File: src/rtl/hea_pkg.sv
// Shared widths, constants, register codes and the arctangent table of the heading block.
package hea_pkg;

	localparam int MAG_W = 16;
	localparam int SUM_W = 18;
	localparam int HEADING_W = 13;
	localparam int ERR_W = 13;
	localparam int DIFF_W = 14;
	localparam int CUM_W = 32;
	localparam int THR_W = 16;
	localparam int CFG_IDX_W = 4;

	// CORDIC datapath: 16 bit average scaled by 2^8, grown by gain and the sqrt(2) corner
	localparam int FINE_SHIFT = 8;
	localparam int CORDIC_W = 27;
	localparam int Z_W = 22;
	localparam int ATAN_LEN = 24;
	localparam int ATAN_IDX_W = 5;

	localparam int FULL_TURN = 5760;
	localparam int HALF_TURN = 2880;
	localparam int FINE_HALF_TURN = 737280;
	localparam int FINE_FULL_TURN = 1474560;

	// Exact division by three for magnitudes below 2^17
	localparam int DIV3_W = 17;
	localparam logic [DIV3_W-1:0] DIV3_RECIP = 17'd43691;

	localparam logic [THR_W-1:0] TURN_THRESHOLD_RESET = 16'd400;
	localparam logic [THR_W-1:0] ALARM_THRESHOLD_RESET = 16'd960;

	localparam logic [CFG_IDX_W-1:0] CFG_TURN_THRESHOLD = 4'd0;
	localparam logic [CFG_IDX_W-1:0] CFG_ALARM_THRESHOLD = 4'd1;

	// atan(2^-i) in 1/4096 degree, rounded to nearest
	function automatic logic [Z_W-1:0] atan_fine(input logic [ATAN_IDX_W-1:0] idx);
		logic [Z_W-1:0] a;
		case (idx)
			5'd0: a = 22'd184320;
			5'd1: a = 22'd108810;
			5'd2: a = 22'd57492;
			5'd3: a = 22'd29184;
			5'd4: a = 22'd14649;
			5'd5: a = 22'd7331;
			5'd6: a = 22'd3667;
			5'd7: a = 22'd1833;
			5'd8: a = 22'd917;
			5'd9: a = 22'd458;
			5'd10: a = 22'd229;
			5'd11: a = 22'd115;
			5'd12: a = 22'd57;
			5'd13: a = 22'd29;
			5'd14: a = 22'd14;
			5'd15: a = 22'd7;
			5'd16: a = 22'd4;
			5'd17: a = 22'd2;
			5'd18: a = 22'd1;
			default: a = '0;
		endcase
		return a;
	endfunction

endpackage

File: src/rtl/hea_if.sv
// Handshake channels of the heading block: samples in, results out, register writes.
interface hea_in_if import hea_pkg::*; ();
	logic valid;
	logic ready;
	logic signed [MAG_W-1:0] mag_x;
	logic signed [MAG_W-1:0] mag_y;
	modport source(output valid, mag_x, mag_y, input ready);
	modport sink(input valid, mag_x, mag_y, output ready);
endinterface

interface hea_out_if import hea_pkg::*; ();
	logic valid;
	logic ready;
	logic [HEADING_W-1:0] heading;
	logic signed [ERR_W-1:0] heading_error;
	logic signed [CUM_W-1:0] error_total;
	logic error_nonnegative;
	logic turn_left;
	logic turn_right;
	logic alarm;
	modport source(output valid, heading, heading_error, error_total, error_nonnegative,
		turn_left, turn_right, alarm, input ready);
	modport sink(input valid, heading, heading_error, error_total, error_nonnegative,
		turn_left, turn_right, alarm, output ready);
endinterface

interface hea_cfg_if import hea_pkg::*; ();
	logic valid;
	logic ready;
	logic [CFG_IDX_W-1:0] index;
	logic [THR_W-1:0] data;
	modport source(output valid, index, data, input ready);
	modport sink(input valid, index, data, output ready);
endinterface

File: src/rtl/hea_cordic.sv
// Iterative vectoring CORDIC giving the heading of a vector in 1/16 degree units.
module hea_cordic import hea_pkg::*; #(
	parameter int STEPS = 16
) (
	input  logic                        clk,
	input  logic                        arst_n,
	input  logic                        start,
	input  logic signed [MAG_W-1:0]     ax,
	input  logic signed [MAG_W-1:0]     ay,
	output logic                        done,
	output logic [HEADING_W-1:0]        heading
);

	localparam int STEP_W = (STEPS > 1) ? $clog2(STEPS) : 1;
	localparam int PAD_W = CORDIC_W - MAG_W - FINE_SHIFT;
	localparam int RND_W = Z_W - FINE_SHIFT + 1;

	typedef enum logic [1:0] {C_IDLE, C_ITER, C_WRAP, C_ROUND} cstate_t;

	cstate_t state_q;
	logic signed [CORDIC_W-1:0] x_q, y_q;
	logic signed [Z_W-1:0] z_q;
	logic [Z_W-1:0] total_q;
	logic [STEP_W-1:0] cnt_q;
	logic zero_q;
	logic done_q;
	logic [HEADING_W-1:0] heading_q;

	logic signed [CORDIC_W-1:0] x_init, y_init, dx, dy;
	logic signed [Z_W-1:0] ang;
	logic [Z_W:0] rnd_sum;
	logic [RND_W-1:0] rnd_h, h_wrap;

	assign x_init = {{PAD_W{ax[MAG_W-1]}}, ax, {FINE_SHIFT{1'b0}}};
	assign y_init = {{PAD_W{ay[MAG_W-1]}}, ay, {FINE_SHIFT{1'b0}}};
	assign dx = y_q >>> cnt_q;
	assign dy = x_q >>> cnt_q;
	assign ang = $signed(atan_fine(ATAN_IDX_W'(cnt_q)));

	// round to 1/16 degree and fold a full turn back to zero
	assign rnd_sum = {1'b0, total_q} + (Z_W+1)'(1 << (FINE_SHIFT - 1));
	assign rnd_h = rnd_sum[Z_W:FINE_SHIFT];
	assign h_wrap = (rnd_h >= RND_W'(FULL_TURN)) ? rnd_h - RND_W'(FULL_TURN) : rnd_h;

	always_ff @(posedge clk or negedge arst_n) begin
		if (!arst_n) begin
			state_q <= C_IDLE;
			done_q <= 1'b0;
			cnt_q <= '0;
		end else begin
			// pulse done for one cycle as the rounded heading lands
			done_q <= (state_q == C_ROUND);
			case (state_q)
				C_IDLE: begin
					if (start) begin
						zero_q <= (ax == '0) && (ay == '0);
						cnt_q <= '0;
						if (ax[MAG_W-1]) begin
							// turn by half a turn so the vector lies in the right half plane
							x_q <= -x_init;
							y_q <= -y_init;
							z_q <= Z_W'(FINE_HALF_TURN);
						end else begin
							x_q <= x_init;
							y_q <= y_init;
							z_q <= '0;
						end
						state_q <= C_ITER;
					end
				end
				C_ITER: begin
					if (!y_q[CORDIC_W-1]) begin
						x_q <= x_q + dx;
						y_q <= y_q - dy;
						z_q <= z_q + ang;
					end else begin
						x_q <= x_q - dx;
						y_q <= y_q + dy;
						z_q <= z_q - ang;
					end
					cnt_q <= cnt_q + 1'b1;
					if (cnt_q == STEP_W'(STEPS - 1)) begin
						state_q <= C_WRAP;
					end
				end
				C_WRAP: begin
					total_q <= z_q[Z_W-1] ? Z_W'(z_q + Z_W'(FINE_FULL_TURN)) : Z_W'(z_q);
					state_q <= C_ROUND;
				end
				C_ROUND: begin
					heading_q <= zero_q ? '0 : h_wrap[HEADING_W-1:0];
					state_q <= C_IDLE;
				end
				default: begin
					state_q <= C_IDLE;
				end
			endcase
		end
	end

	assign done = done_q;
	assign heading = heading_q;

endmodule

File: src/rtl/heading_error_accumulator.sv
// Heading-hold error integrator: sample averaging, CORDIC heading, wrapped error, saturating sum.
// After a group's third sample: divide x, divide y, CORDIC start and wait, error, sum, output register.
// Two samples of a group go back to back; the third holds ready low through the
// shared CORDIC iterations and bookkeeping (which skip the sum and output steps for the
// target group), and longer while an earlier result still waits at the output.
// Reset (arst_n low, asynchronous): sums, target, error sum clear; thresholds 400 and 960.
module heading_error_accumulator import hea_pkg::*; #(
	parameter int CORDIC_STEPS = 16
) (
	input  logic        clk,
	input  logic        arst_n,
	hea_in_if.sink      samples,
	hea_out_if.source   results,
	hea_cfg_if.sink     cfg
);

	typedef enum logic [2:0] {
		S_IDLE, S_DIVX, S_DIVY, S_START, S_WAIT, S_ERR, S_ACC, S_EMIT
	} state_t;

	localparam logic signed [DIFF_W-1:0] HALF_S = DIFF_W'(HALF_TURN);
	localparam logic signed [DIFF_W-1:0] FULL_S = DIFF_W'(FULL_TURN);
	localparam int PROD_W = 2 * DIV3_W;
	localparam int WIDE_W = CUM_W + 1;

	state_t state_q;
	logic [1:0] sample_index_q;
	logic signed [SUM_W-1:0] sum_x_q, sum_y_q;
	logic signed [MAG_W-1:0] avg_x_q, avg_y_q;
	logic [HEADING_W-1:0] head_q;
	logic [HEADING_W-1:0] target_q;
	logic target_valid_q;
	logic signed [ERR_W-1:0] err_q;
	logic signed [CUM_W-1:0] error_sum_q;
	logic [THR_W-1:0] turn_thr_q, alarm_thr_q;

	logic out_valid_q;
	logic [HEADING_W-1:0] out_heading_q;
	logic signed [ERR_W-1:0] out_err_q;
	logic signed [CUM_W-1:0] out_cum_q;
	logic out_nonneg_q, out_left_q, out_right_q, out_alarm_q;

	logic cordic_start, cordic_done;
	logic [HEADING_W-1:0] cordic_heading;

	logic in_fire, out_free;
	logic signed [SUM_W-1:0] next_sum_x, next_sum_y;

	// shared divide-by-three: one multiplier, x axis then y axis
	logic signed [SUM_W-1:0] div_sum;
	logic [SUM_W-1:0] div_neg_sum;
	logic [DIV3_W-1:0] div_mag;
	logic [PROD_W-1:0] div_prod;
	logic [MAG_W-1:0] div_q;
	logic signed [MAG_W-1:0] div_avg;

	logic signed [DIFF_W-1:0] diff, diff_wrap;
	logic signed [WIDE_W-1:0] acc_wide;
	logic signed [CUM_W-1:0] acc_sat;
	logic signed [WIDE_W-1:0] cum_wide, turn_wide, alarm_wide, mag_wide;

	assign in_fire = samples.valid && samples.ready;
	assign out_free = !out_valid_q || results.ready;

	assign next_sum_x = sum_x_q + SUM_W'(samples.mag_x);
	assign next_sum_y = sum_y_q + SUM_W'(samples.mag_y);

	assign div_sum = (state_q == S_DIVX) ? sum_x_q : sum_y_q;
	assign div_neg_sum = -div_sum;
	assign div_mag = div_sum[SUM_W-1] ? div_neg_sum[DIV3_W-1:0] : div_sum[DIV3_W-1:0];
	assign div_prod = PROD_W'(div_mag) * PROD_W'(DIV3_RECIP);
	assign div_q = div_prod[DIV3_W+MAG_W-1:DIV3_W];
	assign div_avg = div_sum[SUM_W-1] ? -$signed(div_q) : $signed(div_q);

	// heading minus target, folded into half a turn either way
	assign diff = $signed({1'b0, head_q}) - $signed({1'b0, target_q});
	always_comb begin
		diff_wrap = diff;
		if (diff > HALF_S) begin
			diff_wrap = diff - FULL_S;
		end else if (diff < -HALF_S) begin
			diff_wrap = diff + FULL_S;
		end
	end

	// saturate the running sum at the 32 bit limits
	assign acc_wide = WIDE_W'(error_sum_q) + WIDE_W'(err_q);
	always_comb begin
		case (acc_wide[WIDE_W-1:WIDE_W-2])
			2'b01: acc_sat = {1'b0, {(CUM_W-1){1'b1}}};
			2'b10: acc_sat = {1'b1, {(CUM_W-1){1'b0}}};
			default: acc_sat = acc_wide[CUM_W-1:0];
		endcase
	end

	assign cum_wide = WIDE_W'(error_sum_q);
	assign turn_wide = $signed(WIDE_W'(turn_thr_q));
	assign alarm_wide = $signed(WIDE_W'(alarm_thr_q));
	assign mag_wide = cum_wide[WIDE_W-1] ? -cum_wide : cum_wide;

	assign cordic_start = (state_q == S_START);

	hea_cordic #(
		.STEPS(CORDIC_STEPS)
	) u_cordic (
		.clk     (clk),
		.arst_n  (arst_n),
		.start   (cordic_start),
		.ax      (avg_x_q),
		.ay      (avg_y_q),
		.done    (cordic_done),
		.heading (cordic_heading)
	);

	always_ff @(posedge clk or negedge arst_n) begin
		if (!arst_n) begin
			state_q <= S_IDLE;
			sample_index_q <= '0;
			sum_x_q <= '0;
			sum_y_q <= '0;
			target_q <= '0;
			target_valid_q <= 1'b0;
			error_sum_q <= '0;
			turn_thr_q <= TURN_THRESHOLD_RESET;
			alarm_thr_q <= ALARM_THRESHOLD_RESET;
			out_valid_q <= 1'b0;
		end else begin
			// register writes; indexes past the list are dropped
			if (cfg.valid && cfg.ready) begin
				case (cfg.index)
					CFG_TURN_THRESHOLD: turn_thr_q <= cfg.data;
					CFG_ALARM_THRESHOLD: alarm_thr_q <= cfg.data;
					default: ;
				endcase
			end

			// raise valid as a new item loads, drop it once the sink takes the old one
			if (state_q == S_EMIT && out_free) begin
				out_valid_q <= 1'b1;
			end else if (results.ready) begin
				out_valid_q <= 1'b0;
			end

			case (state_q)
				S_IDLE: begin
					if (in_fire) begin
						sum_x_q <= next_sum_x;
						sum_y_q <= next_sum_y;
						if (sample_index_q == 2'd2) begin
							sample_index_q <= '0;
							state_q <= S_DIVX;
						end else begin
							sample_index_q <= sample_index_q + 1'b1;
						end
					end
				end
				S_DIVX: begin
					avg_x_q <= div_avg;
					state_q <= S_DIVY;
				end
				S_DIVY: begin
					avg_y_q <= div_avg;
					sum_x_q <= '0;
					sum_y_q <= '0;
					state_q <= S_START;
				end
				S_START: begin
					state_q <= S_WAIT;
				end
				S_WAIT: begin
					if (cordic_done) begin
						head_q <= cordic_heading;
						state_q <= S_ERR;
					end
				end
				S_ERR: begin
					if (!target_valid_q) begin
						// first group sets the target and gives no item
						target_q <= head_q;
						target_valid_q <= 1'b1;
						state_q <= S_IDLE;
					end else begin
						err_q <= diff_wrap[ERR_W-1:0];
						state_q <= S_ACC;
					end
				end
				S_ACC: begin
					error_sum_q <= acc_sat;
					state_q <= S_EMIT;
				end
				S_EMIT: begin
					// hold until the output register is free
					if (out_free) begin
						out_heading_q <= head_q;
						out_err_q <= err_q;
						out_cum_q <= error_sum_q;
						out_nonneg_q <= !error_sum_q[CUM_W-1];
						out_left_q <= cum_wide > turn_wide;
						out_right_q <= cum_wide < -turn_wide;
						out_alarm_q <= mag_wide >= alarm_wide;
						state_q <= S_IDLE;
					end
				end
				default: begin
					state_q <= S_IDLE;
				end
			endcase
		end
	end

	assign samples.ready = (state_q == S_IDLE);
	assign cfg.ready = 1'b1;

	assign results.valid = out_valid_q;
	assign results.heading = out_heading_q;
	assign results.heading_error = out_err_q;
	assign results.error_total = out_cum_q;
	assign results.error_nonnegative = out_nonneg_q;
	assign results.turn_left = out_left_q;
	assign results.turn_right = out_right_q;
	assign results.alarm = out_alarm_q;

endmodule

File: src/flat_wrapper.sv
// flat-port wrapper written by rule: the top's interface ports become plain ports
module heading_error_accumulator_flat import hea_pkg::*;
#(
	parameter int CORDIC_STEPS = 16
)
  (clk, arst_n, samples_valid, samples_mag_x, samples_mag_y, samples_ready, results_valid, results_heading, results_heading_error, results_error_total, results_error_nonnegative, results_turn_left, results_turn_right, results_alarm, results_ready, cfg_valid, cfg_index, cfg_data, cfg_ready);
  hea_in_if samples_i ();
  hea_out_if results_i ();
  hea_cfg_if cfg_i ();
  input  logic clk;
  input  logic arst_n;
  input wire logic [$bits(samples_i.valid)-1:0] samples_valid;
  input wire logic [$bits(samples_i.mag_x)-1:0] samples_mag_x;
  input wire logic [$bits(samples_i.mag_y)-1:0] samples_mag_y;
  output wire logic [$bits(samples_i.ready)-1:0] samples_ready;
  output wire logic [$bits(results_i.valid)-1:0] results_valid;
  output wire logic [$bits(results_i.heading)-1:0] results_heading;
  output wire logic [$bits(results_i.heading_error)-1:0] results_heading_error;
  output wire logic [$bits(results_i.error_total)-1:0] results_error_total;
  output wire logic [$bits(results_i.error_nonnegative)-1:0] results_error_nonnegative;
  output wire logic [$bits(results_i.turn_left)-1:0] results_turn_left;
  output wire logic [$bits(results_i.turn_right)-1:0] results_turn_right;
  output wire logic [$bits(results_i.alarm)-1:0] results_alarm;
  input wire logic [$bits(results_i.ready)-1:0] results_ready;
  input wire logic [$bits(cfg_i.valid)-1:0] cfg_valid;
  input wire logic [$bits(cfg_i.index)-1:0] cfg_index;
  input wire logic [$bits(cfg_i.data)-1:0] cfg_data;
  output wire logic [$bits(cfg_i.ready)-1:0] cfg_ready;
  assign samples_i.valid = samples_valid;
  assign samples_i.mag_x = samples_mag_x;
  assign samples_i.mag_y = samples_mag_y;
  assign samples_ready = samples_i.ready;
  assign results_valid = results_i.valid;
  assign results_heading = results_i.heading;
  assign results_heading_error = results_i.heading_error;
  assign results_error_total = results_i.error_total;
  assign results_error_nonnegative = results_i.error_nonnegative;
  assign results_turn_left = results_i.turn_left;
  assign results_turn_right = results_i.turn_right;
  assign results_alarm = results_i.alarm;
  assign results_i.ready = results_ready;
  assign cfg_i.valid = cfg_valid;
  assign cfg_i.index = cfg_index;
  assign cfg_i.data = cfg_data;
  assign cfg_ready = cfg_i.ready;
  heading_error_accumulator #(.CORDIC_STEPS(CORDIC_STEPS)) u_core (.clk(clk), .arst_n(arst_n), .samples(samples_i), .results(results_i), .cfg(cfg_i));
endmodule
File: config.mk
export PLATFORM = sky130hd
export DESIGN_NAME = heading_error_accumulator_flat
export DESIGN_NICKNAME = d
export VERILOG_FILES = /design/src/rtl/hea_pkg.sv /design/src/rtl/hea_if.sv /design/src/rtl/hea_cordic.sv /design/src/rtl/heading_error_accumulator.sv /design/src/flat_wrapper.sv
export SDC_FILE = /design/constraint.sdc
export NUM_CORES = 1
export LEC_CHECK = 0
export BUFFER_PORTS_ARGS = -buffer_cell sky130_fd_sc_hd__buf_4
export CAP_MARGIN = 30
export CORE_MARGIN = 1
export CORE_UTILIZATION = 60
export CTS_BUF_LIST = sky130_fd_sc_hd__clkbuf_8
export DETAILED_ROUTE_END_ITERATION = 7
export PLACE_DENSITY = 0.76
export SLEW_MARGIN = 20
export SYNTH_ARGS = -nofsm -noshare
export SYNTH_HDL_FRONTEND = slang
export SYNTH_SLANG_ARGS = --single-unit
File: constraint.sdc
create_clock -name clk -period 15.8 [get_ports clk]
set_input_delay 1.58 -clock clk [delete_from_list [all_inputs] [get_ports clk]]
set_output_delay 1.58 -clock clk [all_outputs]
set_load 0.005 [all_outputs]
# --- After elaboration in Yosys (flattened, before gate mapping) ---
# Memory sizes are Yosys's and may differ from the RTL's.
# Cells that the tools add are included.
classes:
  mux: 39
  n_lt_le_gt_ge: 6
  reduce_logical: 31
  eq_ne: 21
  multipliers: 1
  shifts: 2
  bitwise: 1
  addsub: 23
op_table:
  columns: ["operator", "count"]
  rows:
  - ["$mux 27", 6]
  - ["$pmux 27 s2", 2]
  - ["$pmux 18 s2", 2]
  - ["$pmux 32 s2", 1]
  - ["$add 27x27->27", 2]
  - ["$mux 18", 3]
  - ["$neg 24->27", 2]
  - ["$sshr 27x4->27", 2]
  - ["$sub 27x27->27", 2]
  - ["$mux 22", 2]
  - ["$pmux 22 s2", 1]
  - ["$mux 13", 3]
  - ["$add 18x16->18", 2]
  - ["$add 32x13->33", 1]
  - ["$ge 33x17->1", 1]
  - ["$lt 32x33->1", 1]
  - ["$mul 17x16->33 const B", 1]
  - ["$mux 33", 1]
  - ["$neg 16->33", 1]
  - ["$neg 32->33", 1]
  - ["$gt 32x17->1", 1]
  - ["$logic_not 16->1", 2]
  - ["$sub 13x13->13 const B", 2]
  - ["$pmux 3 s8", 1]
  - ["other kinds (43)", 81]
word_totals:
  reg_bits: 359
  mem_count: 1
  romBits: 288
  word_cells: 156
mem_list:
  columns: ["name", "words", "word_bits", "rd", "rd_ports_with_merged_regs", "write_ports", "line", "source"]
  rows:
  - ["(no name shown)", 16, 18, 1, 0, 0, "hea_pkg.sv:38", "case (idx)"]

# --- Depth between registers and ports, before layout ---
logic_depth:
  ltp_word: 7
  depth_mapped: 34

# --- Modules after synthesis ---
# Synthesis repeated with hierarchy kept, for this count alone.
hier_totals:
  hier_cells: 3697
  hier_area_um2: 34232.8
modules_own_cells:
  columns: ["module", "n_inst", "seq_area_each_um2", "cells_each", "area_each_um2"]
  rows:
  - ["heading_error_accumulator", 1, 6615.1, 2148, 20579.7]
  - ["hea_cordic", 1, 3328.2, 1549, 13653.1]

# --- Worst setup path after synthesis ---
# OpenSTA, ideal clock, no wires.
synth_timing:
  path_kind: "register -> register"
  from: "reg u_core.state_q[0]"
  to: "reg u_core.avg_x_q[15] (data pin)"
  t_required_ns: 15.531
  stages_incl_launch_ff: 32
  arrival_ns: 8.639
  n_path_buf: 2
  setup_time_ns: 0.269
  slack_ns: 6.891
  synth_period_minus_slack_ns: 8.909
  cell_sequence: "dfrtp_1 > buf_2 > nor3b_2 > clkbuf_1 > mux2i_1 > nand4_1 > or2_2 > a211oi_1 > o21ai_0 > nor2_1 > and3_1 > nor2_1 > xnor2_1 > xor2_1 > ha_1 > inv_1 > fa_1 > inv_1 > fa_1 > fa_1 > fa_1 > ha_1 > a21o_1 > a31o_2 > a21oi_1 > nor2b_1 > a311oi_2 > xnor2_1 > or2_2 > nor4_1 > a41oi_1 > xor2_1"
synth_via:
  elab_chain_cells: 7
synth_lines:
  columns: ["item", "line", "source"]
  rows:
  - ["from (decl)", "heading_error_accumulator.sv:26", "state_t state_q;"]
  - ["from (signal assigned)", "heading_error_accumulator.sv:117", "state_q <= S_IDLE;"]
  - ["from (signal assigned)", "heading_error_accumulator.sv:151", "state_q <= S_DIVX;"]
  - ["from (signal assigned)", "heading_error_accumulator.sv:159", "state_q <= S_DIVY;"]
  - ["$eq 3x1->1 *", "heading_error_accumulator.sv:68", "assign div_sum = (state_q == S_DIVX) ? sum_x_q : sum_y_q;"]
  - ["$mux 18 *", "heading_error_accumulator.sv:68", null]
  - ["$neg 17->17", "heading_error_accumulator.sv:69", "assign div_neg_sum = -div_sum;"]
  - ["$mux 17", "heading_error_accumulator.sv:70", "assign div_mag = div_sum[SUM_W-1] ? div_neg_sum[DIV3_W-1:0] : div_sum[DIV3_W-1:0];"]
  - ["$mul 17x16->33", "heading_error_accumulator.sv:71", "assign div_prod = PROD_W'(div_mag) * PROD_W'(DIV3_RECIP);"]
  - ["$neg 16->16", "heading_error_accumulator.sv:73", "assign div_avg = div_sum[SUM_W-1] ? -$signed(div_q) : $signed(div_q);"]
  - ["$mux 16 *", "heading_error_accumulator.sv:73", null]
  - ["net u_core.div_avg[15]", "heading_error_accumulator.sv:55", "logic signed [MAG_W-1:0] div_avg;"]
  - ["to (signal assigned)", "heading_error_accumulator.sv:158", "avg_x_q <= div_avg;"]
  - ["to (decl)", "heading_error_accumulator.sv:29", "logic signed [MAG_W-1:0] avg_x_q, avg_y_q;"]
# The timed path passes the listed nets; every way through them passes the cells marked *.
# A chain may end at the register's enable or synchronous reset.

# --- Worst setup path after layout ---
layout_timing:
  from: "reg u_core.state_q[0]"
  to: "reg u_core.avg_y_q[11] (data pin)"
layout_via:
  elab_chain_cells: 7
layout_lines:
  columns: ["item", "line", "source"]
  rows:
  - ["$eq 3x1->1 *", "heading_error_accumulator.sv:68", null]
  - ["$mux 18 *", "heading_error_accumulator.sv:68", null]
  - ["$neg 17->17", "heading_error_accumulator.sv:69", null]
  - ["$mux 17", "heading_error_accumulator.sv:70", null]
  - ["$mul 17x16->33", "heading_error_accumulator.sv:71", null]
  - ["$neg 16->16", "heading_error_accumulator.sv:73", null]
  - ["$mux 16 *", "heading_error_accumulator.sv:73", null]
  - ["net u_core.div_avg[11]", "heading_error_accumulator.sv:55", null]
  - ["to (signal assigned)", "heading_error_accumulator.sv:162", "avg_y_q <= div_avg;"]
  - ["to (decl)", "heading_error_accumulator.sv:29", null]
# Marks and branches as above.

==> qor.csv <==
stage;metric;value;unit
outcome;status;complete, no violations;
synth;synth_edf_count;225;
critical_path;r2r_cells;31;
global_routing;grt_pass1_wl;130.2;mm
critical_path;crit_slowest_cell;nor4_1;
detailed_routing;routed_wl;78.92;mm
critical_path;crit_fanout;31;
clock_tree;clkTransAtPathRegs;0.06;ns
floorplan;die_x;237.4;um
critical_path;crit_path_start_kind;register;
layout;nets;4177;
detailed_routing;ant_nets;0;
floorplan;ios;122;
critical_path;max_stage_delay;0.85;ns
layout;regArea;9948;sq um
layout;fill_cells;4448;
critical_path;required;16.20;ns
clock_tree;cts_hold_buf;0;
sta;worst_slew_pin_slew;0.9838;ns
synth;yosysWarnings;0;
sta;setup_slack;5.247;ns
clock_tree;cts_buffers;59;
clock_tree;cts_root_buf;clkbuf_8;
floorplan;die_h;237.4;um
detailed_routing;drt_iter0_drc;1969;
floorplan;die-area;56370;sq um
critical_path;path_class;reg2reg;
synth;synth_cell_types;93;
min_path;whs_path_depth;0;
sta;min_period;10.55;ns
synth;synthCells;3574;
synth;ys.flop_type;edfxtp_1;
detailed_routing;detail_route.wl_per_cell;17.90;um
clock_tree;clockBufferDepth;3;
sta;fin_skew;0.06107;ns
clock_tree;cts_sinks;352;
sta;setup_viol;0;
sta;hold_violations;0;
synth;synth-seq-cells;352;
global_routing;grt_overflow;0;
synth;syn_nets;4091;
critical_path;crit_path_end_kind;register;
global_routing;track_usage;28.44;%
layout;syn2layout_area_growth;8.488;%
layout;layout_commonest_cell;ha_1;
run;drv_cap;0;
detailed_routing;post_drt_via_cell_ratio;6.076;
global_routing;grt_pass1_vias;25929;
sta;relSlewSlack;33.81;%
clock_tree;cts_tree;done;
sta;setup-tns-final;0;ns
placement;portBuffers;120;
synth;syn_avg_cell_area;9.305;sq um
synth;synthArstFlopShare;36.08;%
min_path;min_path_type;reg2reg;
detailed_routing;route.detailed.drc;0;
sta;fmax;94.76;MHz
layout;drive_above_1_share;10.43;%
floorplan;rows;85;
sta;maxSlewViolCount;0;
clock_tree;insertion_delay;0.71;ns
global_routing;grt_max_degree;79;
synth;syn_area;33250;sq um
detailed_routing;drtPass1Iterations;5;
placement;place.gp.congestion;0.9542;
placement;dp_slack;5.292;ns
layout;multi_input_area;21660;sq um
clock_tree;ctsResizeCount;0;
sta;rsz0062_at_grt;false;
floorplan;initial_utilization;61.31;%
layout;mostFrequentLayoutCells;ha_1, inv_1, nand2_1;
sta;min_period_over_period;66.79;%
clock_tree;htree_levels;2;
detailed_routing;via_count;26790;
critical_path;arrival;10.96;ns
global_routing;antenna_found_initial;2;
synth;synth.yosys.seq_area_share;29.90;%
placement;dpl.hpwl;60.19;mm
clock_tree;post_cts_buffers;0;
floorplan;core;54240;sq um
==> synth_stat cells (12+ instances only) <==
library cell	count	area share (%)
a211oi_1	23	0.52
dfrtp_1	120	9.0
fa_1	84	5.1
and3_1	24	0.45
or3_1	31	0.58
o211ai_1	12	0.27
o21bai_1	17	0.38
nor4_1	16	0.30
nor3_1	93	1.4
buf_1	15	0.17
nand3_1	54	0.81
a21boi_0	17	0.38
or4_1	12	0.27
clkbuf_1	91	1.0
nand4_1	39	0.73
ha_1	376	14
mux2i_1	54	1.6
nor2_1	254	2.9
a21o_1	88	2.0
and2_1	32	0.60
inv_1	311	3.5
mux4_2	55	3.7
o21a_1	33	0.74
xnor2_1	199	5.2
o21ai_0	229	3.4
edfxtp_1	225	20
a21oi_1	256	3.9
nor2b_1	44	0.83
nand2b_1	50	0.94
o31ai_1	34	0.77
or2_2	13	0.24
nor3b_1	14	0.32
mux2_2	44	1.5
a31oi_1	46	0.87
xor2_1	103	2.7
nand2_1	279	3.1
==> layout make-up <==
class | instances | share of cell area, %
clock buffers | 63 | 2.403
repair buffers | 148 | 3.194
diodes | 2 | 0.01387
multi-input cells | 2784 | 60.03
clock inverters | 49 | 1.096
inverters | 315 | 3.277
well taps | 696 | 2.414
flip-flops and latches | 352 | 27.58
==> routing by layer <==
metal	track usage [%]	routed length (um)
met2	47.64	37220
met4	10.85	2721
met5	0	0
met3	4.076	4811
met1	37.31	34160
==> flip-flops by register name, summed over array words and instances (netlist names), 2 cells and up <==
signal                        flops
u_core.alarm_thr_q               16
u_core.avg_y_q                   16
u_core.target_q                  13
u_core.u_cordic.x_q              27
u_core.sample_index_q             2
u_core.sum_x_q                   18
u_core.results.heading_error     13
u_core.avg_x_q                   16
u_core.u_cordic.state_q           2
u_core.u_cordic.y_q              27
u_core.u_cordic.cnt_q             4
u_core.sum_y_q                   18
u_core.error_sum_q               32
u_core.u_cordic.heading          13
u_core.state_q                    3
u_core.u_cordic.z_q              22
u_core.head_q                    13
u_core.u_cordic.total_q          15
u_core.err_q                     13
u_core.results.heading           13
u_core.turn_thr_q                16
u_core.results.error_total       32
==> path summary, 6_finish.rpt <==
| kind | endpoint | slack (ns) | startpoint |
|---|---|---|---|
| setup reg to reg | u_core.avg_y_q[11] | 5.25 | u_core.state_q[0] |
| min in group asynchronous | u_core.u_cordic.cnt_q[1] | 0.73 | arst_n |
| hold / removal | u_core.head_q[9] | 0.42 | u_core.u_cordic.heading[9] |
| setup / recovery | u_core.avg_y_q[11] | 5.25 | u_core.state_q[0] |
| hold reg to reg | u_core.head_q[9] | 0.42 | u_core.u_cordic.heading[9] |
| max in group asynchronous | u_core.sum_y_q[11] | 13.24 | arst_n |
==> kinds of logic (layout without fill, tap and decap cells) <==
family	count (synthesis)	count (layout)	share of synthesized area (%)
simple gates	988	988	14.40
mux	153	153	6.840
compound gates	879	879	16.53
flops	352	352	29.90
fa+ha+maj	460	460	19.20
buf+inv	438	575	5.091
other cells	1	3	0.01128
xor+xnor	303	303	8.022
==> worst max-delay path: cells and delay by family (launching register included) <==
family	cells	cell delay (ns)
buffers and inverters	5	0.60
muxes	1	0.49
AOI/OAI and AO/OA	7	1.99
DFF	1	0.63
adders and majority gates	7	3.05
and+or+nand+nor	8	2.35
xor gates and xnor gates	3	1.10
==> stage by stage <==
step	util (%)	instance area (sq um)	cells	hold slack [ns]
3_3_place_gp	64.05	34740	4291	0.4010
4_1_cts	66.43	36030	4404	0.4198
5_1_grt	66.51	36070	4408	0.4253
2_1_floorplan	-	33250	3574	0.4003
3_5_place_dp	64.10	34770	4292	0.4045
6_report	66.51	36080	4409	0.4179
Power is not shown: default switching activity piles up to over one toggle a cycle in this logic, so the estimate is an artifact.
